## src/hw/rtl/assert_macros.svh

```systemverilog
// Assertion macros shared by the RTL files.
`ifndef ASSERT_MACROS_SVH
`define ASSERT_MACROS_SVH
`define ASSERT_CLK(label, clk, rst, prop, msg) \
   label: assert property (@(posedge clk) disable iff (rst) (prop)) else $error(msg);
`define ASSERT_CLK_NR(label, clk, prop, msg) \
   label: assert property (@(posedge clk) (prop)) else $error(msg);
`endif

```

## src/hw/rtl/safp_pkg.sv

```systemverilog
`timescale 1ns / 1ps
package safp_pkg;
   localparam int DimBits = 13;
   localparam int FracBits = 12;
   localparam int ScaleBits = 16;
   localparam int OffBits = 16;
   localparam int PosBits = 20;
   localparam int SizeBits = 18;
   localparam int ModeBits = 4;
   localparam int NumBits = 2 * DimBits + ScaleBits;
   localparam int DenBits = DimBits + FracBits;
   localparam int QuoBits = NumBits;
   localparam logic [SizeBits-1:0] SizeMax = '1;

   localparam logic [ModeBits-1:0] ModeTr = 4'd1;
   localparam logic [ModeBits-1:0] ModeBl = 4'd2;
   localparam logic [ModeBits-1:0] ModeBr = 4'd3;
   localparam logic [ModeBits-1:0] ModeTop = 4'd4;
   localparam logic [ModeBits-1:0] ModeBottom = 4'd5;
   localparam logic [ModeBits-1:0] ModeLeft = 4'd6;
   localparam logic [ModeBits-1:0] ModeRight = 4'd7;
   localparam logic [ModeBits-1:0] ModeCenter = 4'd8;
   localparam logic [ModeBits-1:0] ModeFwb = 4'd9;
   localparam logic [ModeBits-1:0] ModeFit = 4'd10;
   localparam logic [ModeBits-1:0] ModeFill = 4'd11;

   localparam logic [1:0] RegLw = 2'd0;
   localparam logic [1:0] RegLh = 2'd1;
   localparam logic [1:0] RegOw = 2'd2;
   localparam logic [1:0] RegOh = 2'd3;

   typedef struct packed {
      logic                       valid;
      logic [ModeBits-1:0]        mode;
      logic [DimBits-1:0]         sw;
      logic [DimBits-1:0]         sh;
      logic signed [OffBits-1:0]  dx;
      logic signed [OffBits-1:0]  dy;
   } ctl_type;

   typedef struct packed {
      logic [NumBits-1:0] rem_w;
      logic [NumBits-1:0] rem_h;
      logic [QuoBits-1:0] quo_w;
      logic [QuoBits-1:0] quo_h;
      logic [DenBits-1:0] den;
   } div_type;

   function automatic logic [SizeBits-1:0] clamp_size(input logic [QuoBits-1:0] q);
      logic [SizeBits-1:0] r;
      if (q == '0) r = {{(SizeBits-1){1'b0}}, 1'b1};
      else if (q > QuoBits'(SizeMax)) r = SizeMax;
      else r = q[SizeBits-1:0];
      return r;
   endfunction
endpackage

```

## src/hw/rtl/safp_divstage.sv

```systemverilog
`timescale 1ns / 1ps
// One restoring step of the width and height dividers.
module safp_divstage (
   input  safp_pkg::div_type d_in,
   input  logic [5:0]        bit_pos,
   output safp_pkg::div_type d_out
);
   import safp_pkg::*;
   logic [NumBits+DenBits-1:0] dsh;
   always_comb begin
      dsh = (NumBits+DenBits)'(d_in.den) << bit_pos;
      d_out = d_in;
      if ((NumBits+DenBits)'(d_in.rem_w) >= dsh) begin
         d_out.rem_w = d_in.rem_w - dsh[NumBits-1:0];
         d_out.quo_w[bit_pos] = 1'b1;
      end
      if ((NumBits+DenBits)'(d_in.rem_h) >= dsh) begin
         d_out.rem_h = d_in.rem_h - dsh[NumBits-1:0];
         d_out.quo_h[bit_pos] = 1'b1;
      end
   end
endmodule
```

## config.mk

```make
export PLATFORM = sky130hd
export DESIGN_NAME = safp_divstage
export DESIGN_NICKNAME = d
export VERILOG_FILES = /design/src/hw/rtl/assert_macros.svh /design/src/hw/rtl/safp_pkg.sv /design/src/hw/rtl/safp_divstage.sv
export SDC_FILE = /design/constraint.sdc
export NUM_CORES = 1
export LEC_CHECK = 0
export ABC_CLOCK_PERIOD_IN_PS = 7750
export BUFFER_PORTS_ARGS = -buffer_cell sky130_fd_sc_hd__clkbuf_2
export CORE_AREA = 2 2 152 154
export DETAILED_ROUTE_END_ITERATION = 8
export DIE_AREA = 0 0 154 156
export PLACE_DENSITY = 0.71
export SLEW_MARGIN = 25
export SYNTH_ARGS = -nofsm -noshare
export SYNTH_HDL_FRONTEND = slang
export SYNTH_SLANG_ARGS = --single-unit
```

## constraint.sdc

```tcl
create_clock -name vclk -period 7.75
set_clock_uncertainty 0.2 [all_clocks]
set_input_delay 0.3875 -clock vclk [all_inputs]
set_output_delay 0.3875 -clock vclk [all_outputs]
set_load 0.01 [all_outputs]
```

* After elaboration in Yosys (flattened, before gate mapping) *
Cells that the tools add are included.

storage, ports and cells
  output and inout bits = 193
  flip-flop bits (word level) = 0
  bits in writable memories = 0
  bits of input ports = 199
  memories kept = 0
  logic and storage cells = 16
  latch bits = 0
  memory bits (read-only) = 0

cells by class
  $mul = 0
  magnitude comparators = 4
  reductions and logical operators = 1
  bitwise gates (word level) = 2
  add/sub/neg operators = 2
  multiplexer cells = 6
  shift operators = 1
  div/mod/pow operators = 0
  equal/unequal tests = 0

operators with widths
  cell                                                                   count
  42-bit two-way mux                                                     4
  42-bit by 67-bit >= comparator with 1-bit output                       2
  42-bit bitwise OR                                                      2
  42-bit subtractor                                                      2
  25-bit by 6-bit left shift with 67-bit output                          1
  6-bit by 7-bit < comparator with 1-bit output, second input constant   1
  1-bit demux with 6-bit select                                          1
  6-bit by 1-bit >= comparator with 1-bit output, second input constant  1
  1-bit logical AND                                                      1
  1-bit two-way mux                                                      1

* Depth between registers and ports, before layout *
  word-level depth = 6
  gate-level depth with buffers = 25
  mapped depth without buffers = 18

* Worst setup path before layout *
OpenSTA, ideal clock, no wires.

  kind = input to output
  start point = input bit_pos[2]
  end point = output d_out[148] (netlist name)
  buffers on the path = 8
  required time = 7,162 ps
  slack = 2,090 ps
  data arrival time = 5,073 ps
  stages = 22
  cell sequence = clkbuf_1 > clkbuf_1 > clkbuf_1 > buf_1 > buf_1 > nor2_1 > a21oi_1 > mux2i_1 > or2_2 > ha_1 > clkbuf_1 > and4_1 > and4b_1 > o311ai_0 > and4b_1 > o21ai_0 > a221oi_1 > o21ai_0 > o211a_1 > buf_4 > buf_6 > mux2_1

RTL lines
  element          RTL line            RTL
  start, declared  safp_divstage.sv:5  input logic [5:0] bit_pos,
  end, declared    safp_divstage.sv:6  output safp_pkg::div_type d_out

==> results.sh <==
export IMPL_status="completed"
export IMPL_slew_violations=0
export IMPL_fin_ws_ns=0.6241
export IMPL_dr_pass1_iters=6
export IMPL_grt_usage_pct=32.24
export IMPL_p_total_mw=1.067
export IMPL_critPathKind="in2out"
export IMPL_holdPathStages=2
export IMPL_grtUsageMet1_pct=41.46
export IMPL_syn_area_um2=9284
export IMPL_holdPathEnd="d_out[2]"
export IMPL_start_util_pct=41.51
export IMPL_start_kind="input port"
export IMPL_crit_fanout=30
export IMPL_fp_row_count=55
export IMPL_die_w_um=154
export IMPL_hold_path_class="in2out"
export IMPL_ioPinCount=392
export IMPL_multi_input_area_um2=8589
export IMPL_post_cts_setup_buffer_count=0
export IMPL_routedWlPerCell_um=21.90
export IMPL_busiest_layer="met2"
export IMPL_grt_first_pass_wirelength_mm=61.42
export IMPL_grtUsageMet3_pct=2.972
export IMPL_seq_area_frac_synth_pct=0
export IMPL_via_count=11640
export IMPL_first_global_vias=10840
export IMPL_die_area_um2=24020
export IMPL_viasPerCell=6.138
export IMPL_seq_cells=0
export IMPL_core_area_um2=22370
export IMPL_finalCritPeriodShare_pct=91.95
export IMPL_die_h_um=156
export IMPL_postRouteWirelength_mm=41.55
export IMPL_finalNetCount=1900
export IMPL_finalHoldViolCount=0
export IMPL_syn_to_final_growth_pct=20.89
export IMPL_post_place_ws_ns=0.5291
export IMPL_drive_gt1_share_pct=33.68
export IMPL_syn_inst=1306
export IMPL_p_leak_nw=5.117
export IMPL_synth_warnings=0
export IMPL_hp_start="d_in[2]"
export IMPL_grt_setup_unrepaired="false"
export IMPL_avgSynthCellArea_um2=7.109
export IMPL_utilization_pct=50.18
export IMPL_cap_violations=0
export IMPL_worstMarginPinSlew_ns=1.142
export IMPL_initialDrtViolationCount=986
export IMPL_grt_overflow=0
export IMPL_cts_hold_buf=0
export IMPL_synthMuxAreaShare_pct=20.85
export IMPL_setup_viol=0
export IMPL_final_fill_count=2313
export IMPL_p_per_area_nw_per_um2=95.07
export IMPL_diodes=0
export IMPL_nClkBuffers=0
export IMPL_synthAdderAreaFrac_pct=11.89
export IMPL_layout_min_cycle_time_ns=7.126
export IMPL_antenna_found_initial=0
export IMPL_place_congestion=1.035
export IMPL_critPathArrivalTime_ns=6.54
export IMPL_synth_xor_area_share_pct=6.887
export IMPL_synth_simple_area_share_pct=20.67
export IMPL_grt_max_degree=67
export IMPL_post_place_cells=1897
export IMPL_grt_use_met2_pct=55.29
export IMPL_timing_slew_headroom_pct=23.20
export IMPL_cp_end_kind="primary output"
export IMPL_drc=0
export IMPL_syn_nets=1592
export IMPL_hpwl_mm=35.23
export IMPL_finalSetupTns_ns=0
export IMPL_portBuffers=392
export IMPL_synth_compound_area_share_pct=31.94
export IMPL_worstPathRequired_ns=7.16
export IMPL_synth_top_family_by_area="compound AO/OA/AOI/OAI gates"
export IMPL_fin_cells=1897
export IMPL_fmax_ghz=0.1403
export IMPL_synthDistinctLibCells=72
export IMPL_seqCellArea_um2=0
export IMPL_irDropWorstVdd_uv=43.90
export IMPL_drtAntennaViolNets=0
[cells in the mapped netlist, types with 5 or more instances]
cell	instances	area, um^2
nor3_1	28	140.1
nand2_1	143	536.8
mux2_2	81	912.1
a22oi_1	6	45.04
and4_1	5	43.79
nand2b_1	18	112.6
clkbuf_1	50	187.7
nand4_1	20	125.1
o211ai_1	7	52.55
xor2_1	26	227.7
o31ai_1	11	82.58
o22ai_1	7	43.79
o21bai_1	97	728.2
inv_1	44	165.2
a221oi_1	6	52.55
a21oi_1	104	520.5
a2111oi_0	5	43.79
nand3_1	30	150.1
a21o_1	46	345.3
or2_2	14	87.58
nor4_1	10	62.56
nor2b_1	19	118.9
xnor2_1	47	411.6
o22a_1	9	78.83
buf_1	10	37.54
mux2_1	12	135.1
or3_1	6	37.54
buf_4	29	217.7
mux2i_1	37	370.4
o21a_1	11	82.58
mux4_2	23	518.0
and3_1	10	62.56
a211oi_1	6	45.04
and2_1	7	43.79
a31o_2	6	52.55
o21ai_0	54	270.3
o32ai_1	5	43.79
ha_1	85	1064
a31oi_1	16	100.1
buf_2	12	60.06
nor2_1	86	322.8
[cell families (layout without fill, tap and decap cells)]
| kind of cell | count (synthesis) | in the layout |
|---|---|---|
| xor+xnor | 73 | 73 |
| compound gates | 437 | 437 |
| buf+inv | 151 | 457 |
| fa+ha+maj | 87 | 87 |
| simple gates | 405 | 405 |
| mux | 153 | 153 |
[worst max-delay path by stage]
stage | end | cells past startpoint | slack [ns] | start
after floorplan | d_out[148] | 22 | 2.09 | bit_pos[2]
after global placement | d_out[137] | 19 | 0.74 | bit_pos[0]
after detailed placement | d_out[137] | 19 | 0.53 | bit_pos[0]
after CTS | d_out[137] | 19 | 0.50 | bit_pos[0]
after global routing | d_out[137] | 19 | 0.22 | bit_pos[0]
final | d_out[137] | 19 | 0.62 | bit_pos[0]
[per-stage QoR]
step	instance area, um^2	hold WS (ns)
after floorplan	9284	0.6668
after global routing	11220	0.8419
after CTS	11220	0.8350
after detailed placement	11220	0.8339
after global placement	11220	0.8285
final	11220	0.8346
[layout by cell type (no fill, tap or decap), types with 7 or more instances in the layout]
master | Yosys | final
xnor2_1 | 47 | 47
a21oi_1 | 104 | 104
or2_2 | 14 | 14
ha_1 | 85 | 85
nand2b_1 | 18 | 18
buf_4 | 29 | 19
and3_1 | 10 | 10
mux4_2 | 23 | 23
o21bai_1 | 97 | 97
o22ai_1 | 7 | 7
nor2_1 | 86 | 86
o22a_1 | 9 | 9
nor3_1 | 28 | 27
nor4_1 | 10 | 10
o31ai_1 | 11 | 10
o211ai_1 | 7 | 7
a31oi_1 | 16 | 16
mux2_2 | 81 | 81
nand3_1 | 30 | 30
inv_1 | 44 | 44
a21o_1 | 46 | 46
nor2b_1 | 19 | 19
nand2_1 | 143 | 143
mux2_1 | 12 | 12
nand4_1 | 20 | 20
o21ai_0 | 54 | 54
and2_1 | 7 | 7
clkbuf_2 | 0 | 391
mux2i_1 | 37 | 37
o21a_1 | 11 | 11
xor2_1 | 26 | 26
[final cells by class]
class                      instances  share of cell area [%]
inverter                          46                   1.538
timing repair buffer             411                   18.75
tap                              285                   3.177
multi-input combinational       1155                   76.53
[routing by layer]
layer | vias to the layer above | wire (um)
met4 | 0 | 1964
met2 | 643 | 19560
li1 | 5480 | -
met3 | 104 | 3210
met1 | 5417 | 16810
met5 | - | 0
[critical path: stages]
cell and delay (ns):
buf_2 0.53, mux2i_1 0.31, mux4_2 0.58, o22ai_1 0.41, a22oi_1 0.21, or2_2 0.38
ha_1 0.48, and4_1 0.28, and4b_1 0.25, o311ai_0 0.15, and4b_1 0.21, o21ai_0 0.15
a221oi_1 0.23, o21ai_0 0.36, o211a_4 0.51, buf_4 0.39, o311ai_1 0.15, o32ai_1 0.32
clkbuf_2 0.20
[timing repair]
item	4_1_cts	5_1_grt
setup endpoints to repair	0	1
resized for setup	0	1
endpoints found under the hold margin	0	0
[power by group]
group | internal (mW) | switching, mW
Clock | 0 | 0
Combinational | 0.441 | 0.626
Sequential | 0 | 0
Note: power is estimated with default switching activity, not from simulation.
